<file path="config.mk">
export PLATFORM = sky130hd
export DESIGN_NAME = staged_transfer_crc_verifier_unit
export DESIGN_NICKNAME = d
export VERILOG_FILES = /design/src/rtl/stcv_pkg.sv /design/src/rtl/stcv_cfg.sv /design/src/rtl/staged_transfer_crc_verifier_unit.sv
export SDC_FILE = /design/constraint.sdc
export NUM_CORES = 1
export LEC_CHECK = 0
export ABC_AREA = 1
export BUFFER_PORTS_ARGS = -buffer_cell sky130_fd_sc_hd__buf_2
export CORE_MARGIN = 2
export CORE_UTILIZATION = 38
export DETAILED_ROUTE_END_ITERATION = 6
export PLACE_DENSITY = 0.6
export SLEW_MARGIN = 20
export SYNTH_ARGS = -nofsm -noshare
export SYNTH_HDL_FRONTEND = slang
export SYNTH_HIERARCHICAL = 1
export SYNTH_SLANG_ARGS = --single-unit
</file>
<file path="constraint.sdc">
create_clock -name clk -period 20.2 [get_ports clk]
set_input_delay 3.03 -clock clk [delete_from_list [all_inputs] [get_ports clk]]
set_output_delay 3.03 -clock clk [all_outputs]
set_load 0.02 [all_outputs]
</file>
<file path="src/rtl/stcv_pkg.sv">
// Shared types, constants and the CRC-32 byte update for the staged transfer verifier.
package stcv_pkg;

	localparam int LENGTH_BITS_DEFAULT = 32;
	localparam int SESSIONS = 2;

	localparam logic [31:0] CRC_POLY = 32'hedb8_8320;
	localparam logic [31:0] CRC_ONES = 32'hffff_ffff;

	localparam logic [31:0] INSTALL_MAX_RESET = 32'd1048576;
	localparam logic [31:0] TEMP_MAX_RESET = 32'd262144;
	localparam logic [7:0] NAME_CAP_RESET = 8'd32;

	localparam int ADDR_BITS = 4;

	localparam logic [1:0] REG_INSTALL_MAX = 2'd0;
	localparam logic [1:0] REG_TEMP_MAX = 2'd1;
	localparam logic [1:0] REG_NAME_CAP = 2'd2;

	typedef enum logic [1:0] {
		REQ_BEGIN = 2'd0,
		REQ_CHUNK = 2'd1,
		REQ_DATA = 2'd2,
		REQ_COMMIT = 2'd3
	} req_t;

	typedef struct packed {
		logic [31:0] install_max;
		logic [31:0] temp_max;
		logic [7:0] name_cap;
	} cfg_t;

	function automatic logic [31:0] crc_byte(input logic [31:0] crc_in, input logic [7:0] data);
		logic [31:0] c;
		c = crc_in ^ {24'd0, data};
		for (int k = 0; k < 8; k++) begin
			c = (c >> 1) ^ (c[0] ? CRC_POLY : 32'd0);
		end
		return c;
	endfunction

endpackage

</file>
<file path="src/rtl/stcv_cfg.sv">
// Configuration register file behind the APB-style port.
module stcv_cfg import stcv_pkg::*; (
	input  logic                 clk,
	input  logic                 arst_n,
	input  logic                 psel,
	input  logic                 penable,
	input  logic                 pwrite,
	input  logic [ADDR_BITS-1:0] paddr,
	input  logic [31:0]          pwdata,
	output logic [31:0]          prdata,
	output cfg_t                 cfg
);

	logic [31:0] install_max_q;
	logic [31:0] temp_max_q;
	logic [7:0]  name_cap_q;
	logic [1:0]  reg_idx;
	logic        wr_en;

	assign reg_idx = paddr[3:2];
	assign wr_en = psel && penable && pwrite;

	always_ff @(posedge clk or negedge arst_n) begin
		if (!arst_n) begin
			install_max_q <= INSTALL_MAX_RESET;
			temp_max_q <= TEMP_MAX_RESET;
			name_cap_q <= NAME_CAP_RESET;
		end else if (wr_en) begin
			unique case (reg_idx)
				REG_INSTALL_MAX: install_max_q <= pwdata;
				REG_TEMP_MAX: temp_max_q <= pwdata;
				REG_NAME_CAP: name_cap_q <= pwdata[7:0];
				default: ;
			endcase
		end
	end

	always_comb begin
		unique case (reg_idx)
			REG_INSTALL_MAX: prdata = install_max_q;
			REG_TEMP_MAX: prdata = temp_max_q;
			REG_NAME_CAP: prdata = {24'd0, name_cap_q};
			default: prdata = 32'd0;
		endcase
	end

	assign cfg = '{install_max: install_max_q, temp_max: temp_max_q, name_cap: name_cap_q};

endmodule

</file>
<file path="src/rtl/staged_transfer_crc_verifier_unit.sv">
// Top level: request register, session state update and result register of the verifier.
// The request register holds each request; its result goes into the result register.
// Throughput: one request per cycle; a request with a result stalls behind a held one.
// Requests whose chunk stays open give no result and never stall.
// Reset: asynchronous, active low; closes both sessions, clears all counts and CRCs,
// and loads the register defaults. No clearing pass follows.
module staged_transfer_crc_verifier_unit import stcv_pkg::*; #(
	parameter int LENGTH_BITS = LENGTH_BITS_DEFAULT
) (
	input  logic                 clk,
	input  logic                 arst_n,
	input  logic                 psel,
	input  logic                 penable,
	input  logic                 pwrite,
	input  logic [ADDR_BITS-1:0] paddr,
	input  logic [31:0]          pwdata,
	output logic [31:0]          prdata,
	output logic                 pready,
	input  logic                 in_valid,
	output logic                 in_ready,
	input  logic [1:0]           req_type,
	input  logic                 session_sel,
	input  logic [7:0]           name_len,
	input  logic [31:0]          total_length,
	input  logic [63:0]          expected_check,
	input  logic [31:0]          start_offset,
	input  logic                 offset_present,
	input  logic [15:0]          chunk_length,
	input  logic                 bytes_present,
	input  logic [7:0]           data_byte,
	output logic                 out_valid,
	input  logic                 out_ready,
	output logic                 status,
	output logic [1:0]           answered_type,
	output logic [31:0]          received_count
);

	localparam int CW = ((LENGTH_BITS > 32) ? LENGTH_BITS : 32) + 1;
	localparam logic [CW-1:0] LEN_MASK = {{(CW-LENGTH_BITS){1'b0}}, {LENGTH_BITS{1'b1}}};

	cfg_t cfg;

	stcv_cfg u_cfg (
		.clk(clk),
		.arst_n(arst_n),
		.psel(psel),
		.penable(penable),
		.pwrite(pwrite),
		.paddr(paddr),
		.pwdata(pwdata),
		.prdata(prdata),
		.cfg(cfg)
	);

	assign pready = 1'b1;

	// request register
	logic        valid_s1;
	req_t        type_s1;
	logic        sel_s1;
	logic [7:0]  name_len_s1;
	logic [31:0] total_s1;
	logic [63:0] expect_s1;
	logic [31:0] offs_s1;
	logic        offs_pres_s1;
	logic [15:0] clen_s1;
	logic        bytes_pres_s1;
	logic [7:0]  dbyte_s1;

	// session state
	logic                   active_q [SESSIONS];
	logic [LENGTH_BITS-1:0] total_q [SESSIONS];
	logic [31:0]            expected_q [SESSIONS];
	logic [31:0]            crc_q [SESSIONS];
	logic [LENGTH_BITS-1:0] rcv_q [SESSIONS];
	logic                   chunk_open_q;
	logic [15:0]            chunk_rem_q;
	logic                   chunk_sess_q;

	logic                   active_d [SESSIONS];
	logic [LENGTH_BITS-1:0] total_d [SESSIONS];
	logic [31:0]            expected_d [SESSIONS];
	logic [31:0]            crc_d [SESSIONS];
	logic [LENGTH_BITS-1:0] rcv_d [SESSIONS];
	logic                   chunk_open_d;
	logic [15:0]            chunk_rem_d;
	logic                   chunk_sess_d;

	// result register
	logic        res_valid_s2;
	logic        status_s2;
	logic [1:0]  ans_s2;
	logic [31:0] count_s2;

	logic        produce;
	logic        res_status;
	req_t        res_ans;
	logic        rs;
	logic        advance;
	logic [31:0] max_bytes;
	logic [15:0] rem_dec;

	assign advance = valid_s1 && (!produce || !res_valid_s2 || out_ready);
	assign in_ready = !valid_s1 || advance;

	always_comb begin
		active_d = active_q;
		total_d = total_q;
		expected_d = expected_q;
		crc_d = crc_q;
		rcv_d = rcv_q;
		chunk_open_d = chunk_open_q;
		chunk_rem_d = chunk_rem_q;
		chunk_sess_d = chunk_sess_q;
		produce = 1'b1;
		res_status = 1'b0;
		res_ans = type_s1;
		rs = sel_s1;
		max_bytes = sel_s1 ? cfg.temp_max : cfg.install_max;
		rem_dec = chunk_rem_q - 16'd1;
		if (type_s1 == REQ_DATA) begin
			if (!chunk_open_q) begin
				res_status = 1'b1;
			end else begin
				rs = chunk_sess_q;
				crc_d[chunk_sess_q] = crc_byte(crc_q[chunk_sess_q], dbyte_s1);
				rcv_d[chunk_sess_q] = rcv_q[chunk_sess_q] + LENGTH_BITS'(1);
				chunk_rem_d = rem_dec;
				if (rem_dec != 16'd0) begin
					produce = 1'b0;
				end else begin
					chunk_open_d = 1'b0;
					res_ans = REQ_CHUNK;
				end
			end
		end else begin
			chunk_open_d = 1'b0;
			chunk_rem_d = 16'd0;
			unique case (type_s1)
				REQ_BEGIN: begin
					if (name_len_s1 == 8'd0 || name_len_s1 >= cfg.name_cap
						|| expect_s1[63:32] != 32'd0 || total_s1 == 32'd0
						|| total_s1 > max_bytes || CW'(total_s1) > LEN_MASK) begin
						res_status = 1'b1;
					end else begin
						active_d[sel_s1] = 1'b1;
						total_d[sel_s1] = LENGTH_BITS'(total_s1);
						expected_d[sel_s1] = expect_s1[31:0];
						crc_d[sel_s1] = CRC_ONES;
						rcv_d[sel_s1] = '0;
					end
				end
				REQ_CHUNK: begin
					if (!active_q[sel_s1] || !offs_pres_s1 || !bytes_pres_s1
						|| CW'(offs_s1) != CW'(rcv_q[sel_s1])
						|| CW'(rcv_q[sel_s1]) + CW'(clen_s1) > CW'(total_q[sel_s1])) begin
						res_status = 1'b1;
					end else if (clen_s1 != 16'd0) begin
						chunk_open_d = 1'b1;
						chunk_rem_d = clen_s1;
						chunk_sess_d = sel_s1;
						produce = 1'b0;
					end
				end
				default: begin
					if (!active_q[sel_s1] || rcv_q[sel_s1] != total_q[sel_s1]
						|| ~crc_q[sel_s1] != expected_q[sel_s1]) begin
						res_status = 1'b1;
					end else if (!sel_s1) begin
						active_d[0] = 1'b0;
						total_d[0] = '0;
						expected_d[0] = 32'd0;
						crc_d[0] = 32'd0;
						rcv_d[0] = '0;
					end
				end
			endcase
		end
	end

	always_ff @(posedge clk or negedge arst_n) begin
		if (!arst_n) begin
			valid_s1 <= 1'b0;
		end else if (in_ready) begin
			valid_s1 <= in_valid;
		end
	end

	always_ff @(posedge clk) begin
		if (in_ready && in_valid) begin
			type_s1 <= req_t'(req_type);
			sel_s1 <= session_sel;
			name_len_s1 <= name_len;
			total_s1 <= total_length;
			expect_s1 <= expected_check;
			offs_s1 <= start_offset;
			offs_pres_s1 <= offset_present;
			clen_s1 <= chunk_length;
			bytes_pres_s1 <= bytes_present;
			dbyte_s1 <= data_byte;
		end
	end

	always_ff @(posedge clk or negedge arst_n) begin
		if (!arst_n) begin
			for (int s = 0; s < SESSIONS; s++) begin
				active_q[s] <= 1'b0;
				total_q[s] <= '0;
				expected_q[s] <= 32'd0;
				crc_q[s] <= 32'd0;
				rcv_q[s] <= '0;
			end
			chunk_open_q <= 1'b0;
			chunk_rem_q <= 16'd0;
			chunk_sess_q <= 1'b0;
		end else if (advance) begin
			active_q <= active_d;
			total_q <= total_d;
			expected_q <= expected_d;
			crc_q <= crc_d;
			rcv_q <= rcv_d;
			chunk_open_q <= chunk_open_d;
			chunk_rem_q <= chunk_rem_d;
			chunk_sess_q <= chunk_sess_d;
		end
	end

	always_ff @(posedge clk or negedge arst_n) begin
		if (!arst_n) begin
			res_valid_s2 <= 1'b0;
		end else if (advance && produce) begin
			res_valid_s2 <= 1'b1;
		end else if (out_ready) begin
			res_valid_s2 <= 1'b0;
		end
	end

	always_ff @(posedge clk) begin
		if (advance && produce) begin
			status_s2 <= res_status;
			ans_s2 <= res_ans;
			count_s2 <= 32'(rcv_d[rs]);
		end
	end

	assign out_valid = res_valid_s2;
	assign status = status_s2;
	assign answered_type = ans_s2;
	assign received_count = count_s2;

`ifndef SYNTHESIS
	a_chunk_nonzero: assert property (@(posedge clk) disable iff (!arst_n)
		chunk_open_q |-> chunk_rem_q != 16'd0)
		else $error("open chunk with no bytes remaining");

	a_rcv_within_total0: assert property (@(posedge clk) disable iff (!arst_n)
		rcv_q[0] <= total_q[0])
		else $error("install session received more than its total");

	a_rcv_within_total1: assert property (@(posedge clk) disable iff (!arst_n)
		rcv_q[1] <= total_q[1])
		else $error("temporary session received more than its total");

	a_stray_data_rejected: assert property (@(posedge clk) disable iff (!arst_n)
		res_valid_s2 && ans_s2 == REQ_DATA |-> status_s2)
		else $error("data byte answered ok");

	a_stall_holds: assert property (@(posedge clk) disable iff (!arst_n)
		valid_s1 && !advance |=> valid_s1 && $stable(type_s1) && $stable(sel_s1))
		else $error("stalled request lost");
`endif

endmodule
</file>
==> results.sh <==
export IMPL_outcome="completed"
export IMPL_ctsHoldBuffers=0
export IMPL_synth_top_family_by_area="simple AND/OR/NAND/NOR gates"
export IMPL_cts_buffers_inserted=68
export IMPL_grt_first_pass_wirelength_mm=165
export IMPL_fin_setup_tns_ps=0
export IMPL_synth_top_area_share_pct=26.3
export IMPL_timing_rr_end="offs_s1[9]"
export IMPL_num_fill_cells=8908
export IMPL_synth_adder_area_share_pct=3.62
export IMPL_final_cell_count_no_fill=5739
export IMPL_power_per_cell_area_nw_per_um2=120
export IMPL_post_synth_main_area_contributors="dfrtp_1, edfxtp_1, nand2_1"
export IMPL_fmax_mhz=94.0
export IMPL_cts_clk_slew_worst_paths_ps=60
export IMPL_dieWidth_um=299
export IMPL_rows=108
export IMPL_cts_setup_buffers=0
export IMPL_maxSlewHeadroom_pct=25.1
export IMPL_drt_iter0_drc=2593
export IMPL_maxCapViolations=0
export IMPL_muxShareOfSynthArea_pct=1.27
export IMPL_worst_path_max_fanout=139
export IMPL_count_of_final_hold_check_violations=0
export IMPL_final_min_clock_period_ps=10640
export IMPL_cp_data_required_time_ps=17170
export IMPL_critPathKind="flip-flop to output port"
export IMPL_r2r_start="sel_s1"
export IMPL_area_growth_syn_to_layout_pct=13.8
export IMPL_cts_max_path_buffers=3
export IMPL_cts_sinks=550
export IMPL_cts_resized=0
export IMPL_final_wirelength_mm=108
export IMPL_tightest_slew_ps=1110
export IMPL_synthDominantAreaCellType="dfrtp_1"
export IMPL_number_of_unique_standard_cell_types_used_by_synthesis=59
export IMPL_rsz0062_at_grt="false"
export IMPL_synthesis_area_per_instance_um2=7.64
export IMPL_ios=278
export IMPL_worstSkewPairLatency_ps=640
export IMPL_synthSimpleGateAreaFrac_pct=27.2
export IMPL_floorplan_initialDensity_pct=38.2
export IMPL_yosysWarnings=6
export IMPL_routabilityCongestion=0.944
export IMPL_syn_inst_count=4324
export IMPL_via_count=29552
export IMPL_p_leak_nw=17.8
export IMPL_timing_max_transition_violations_final=0
export IMPL_fin_nets=4833
export IMPL_grt_total_usage_pct=24.0
export IMPL_mappedNetlistArea_um2=33000
export IMPL_yosys_area_share_xor_xnor_pct=5.13
export IMPL_final_antenna_net_count=0
export IMPL_worst_hold_path_cells=2
export IMPL_cts_tree="yes"
export IMPL_synth_edff_count=200
export IMPL_synthArstFlopShare_pct=63.6
export IMPL_dp_final_hpwl_mm=77.3
export IMPL_buffer_ports_inserted=274
export IMPL_grt_antenna_before_repair=9
export IMPL_root_buffer="clkbuf_16"
export IMPL_finalCritPeriodShare_pct=52.7
export IMPL_cp_arrival_ps=7610
export IMPL_worst_r2r_path_depth=29
export IMPL_whs_endpoint="u_cfg/install_max_q[20]"
export IMPL_min_delay_startpoint="u_cfg/install_max_q[20]"
export IMPL_maximum_number_of_pins_on_one_net_before_global_route_repair=140
export IMPL_numPlacedInstances=5614
export IMPL_synth_compound_gate_area_share_pct=10.5
export IMPL_sequential_fraction_of_the_synthesis_area_pct=44.7
export IMPL_via_count_of_the_first_global_routing_pass=27505
export IMPL_n_antenna_cell=0
export IMPL_post_route_cells_drive_above_1_share_pct=10.7
export IMPL_yosys_reg_bits=550
export IMPL_drc_errors=0
export IMPL_layout_cells_most_common="nand2_1"
export IMPL_drt_pass1_iter_count=7
export IMPL_globalRoute_totalOverflow=0
export IMPL_hp_class="flip-flop to flip-flop"
export IMPL_vias_per_cell=5.15
export IMPL_endpoint_class_of_the_critical_path="output port"
export IMPL_ys_flop_type="dfrtp_1"
export IMPL_setup_viol=0
export IMPL_final_cell_mix="nand2_1, o21ai_0, inv_1"
export IMPL_die_h_um=299
export IMPL_fp_dieArea_um2=89300
export IMPL_h_tree_depth=3
export IMPL_design_core_area_um2=86500
export IMPL_vdd_drop_max_uv=77.3
export IMPL_finalClockSkew_ps=30.9
export IMPL_drt_wirelength_per_cell_um=18.9
export IMPL_regToRegSetupSlack_ps=10780
export IMPL_startpoint_type="flip-flop"
export IMPL_synth_net_count=4627
registers in the layout, summed over array words and instances, names as in the netlist, 2 cells and up:
signal,flops
total_q,64
dbyte_s1,8
answered_type,2
expected_q,64
active_q,2
name_len_s1,8
expect_s1,64
offs_s1,32
type_s1,2
u_cfg/install_max_q,32
total_s1,32
received_count,32
u_cfg/temp_max_q,32
crc_q,64
clen_s1,16
chunk_rem_q,16
u_cfg/name_cap_q,8
rcv_q,64
where the power goes:
| group | leakage, nW | switching (mW) | internal [mW] |
|---|---|---|---|
| Clock | 1.11 | 0.514 | 0.741 |
| Combinational | 10.3 | 1.11 | 0.550 |
| Sequential | 6.39 | 0.222 | 1.38 |
| Total | 17.8 | 1.84 | 2.67 |
worst max path at each step:
stage / from / endpoint / slack, ps
after floorplan: sel_s1 / bytes_pres_s1 / 11960
after detailed placement: sel_s1 / in_ready / 10240
final: sel_s1 / in_ready / 9560
after CTS: sel_s1 / in_ready / 9560
after global placement: sel_s1 / in_ready / 10220
after global routing: sel_s1 / in_ready / 8900
layer usage:
layer	global-route usage [%]	routed length (um)	up-vias
li1	-	-	14397
met1	34.8	49500	13928
met2	38.1	49000	1077
met3	3.19	7570	142
met4	5.21	2170	8
met5	0	50	-
final cells by class:
| type | instances | area [um^2] | share of cell area (%) |
|---|---|---|---|
| clock inverter | 27 | 359 | 0.955 |
| multi-input combinational | 3182 | 15800 | 42.0 |
| tap | 1155 | 1450 | 3.85 |
| sequential | 550 | 14800 | 39.3 |
| timing repair buffer | 315 | 1710 | 4.56 |
| clock buffer | 97 | 1930 | 5.14 |
| inverter | 413 | 1560 | 4.15 |
stage by stage:
step	util [%]	power, mW	setup WS [ps]	hold WS (ps)	cell area [um^2]
final	43.5	4.51	9560	470	37600
after global routing	43.5	4.80	8900	486	37600
after CTS	43.4	4.52	9560	470	37600
after detailed placement	40.8	3.25	10240	460	35300
after global placement	40.8	3.23	10220	454	35300
after floorplan	-	2.70	11960	440	33000
synthesized netlist by cell type, types with 7 or more instances:
master / number
nand2_1: 1513
o21ai_0: 437
inv_1: 404
dfrtp_1: 347
nor2_1: 315
edfxtp_1: 200
nand3_1: 179
xor2_1: 136
ha_1: 94
a21oi_1: 91
clkbuf_1: 83
o21ai_1: 78
nand4_1: 61
buf_2: 58
xnor2_1: 47
mux2i_1: 42
nor3_1: 35
or2_2: 26
o211ai_1: 23
nor4_1: 22
buf_6: 21
buf_4: 11
nor3b_1: 8
o21a_1: 7
kinds of logic after synthesis:
family	Yosys count
simple gates	2192
compound gates	664
buf+inv	592
flops	550
xor+xnor	188
fa+ha+maj	95
mux	42
other cells	1
worst max-delay path, cell delays in order, from the launching register on:
cell	delay, ps
edfxtp_1	370
buf_12	500
buf_4	730
o21ai_1	380
ha_1	460
nand3_1	90
nand2_1	100
a21oi_1	100
o21ai_0	270
a21boi_0	200
o21ai_0	380
a21oi_1	200
o21ai_0	590
nand3_1	320
xor2_1	230
ha_1	280
nand2_1	90
nor2_1	210
nand3_1	120
nor3_1	150
nand4_1	170
nand2_1	170
nand3_2	130
nand2_1	90
inv_1	50
nand3_1	230
buf_2	230
Note: power is estimated with default switching activity, not from simulation.
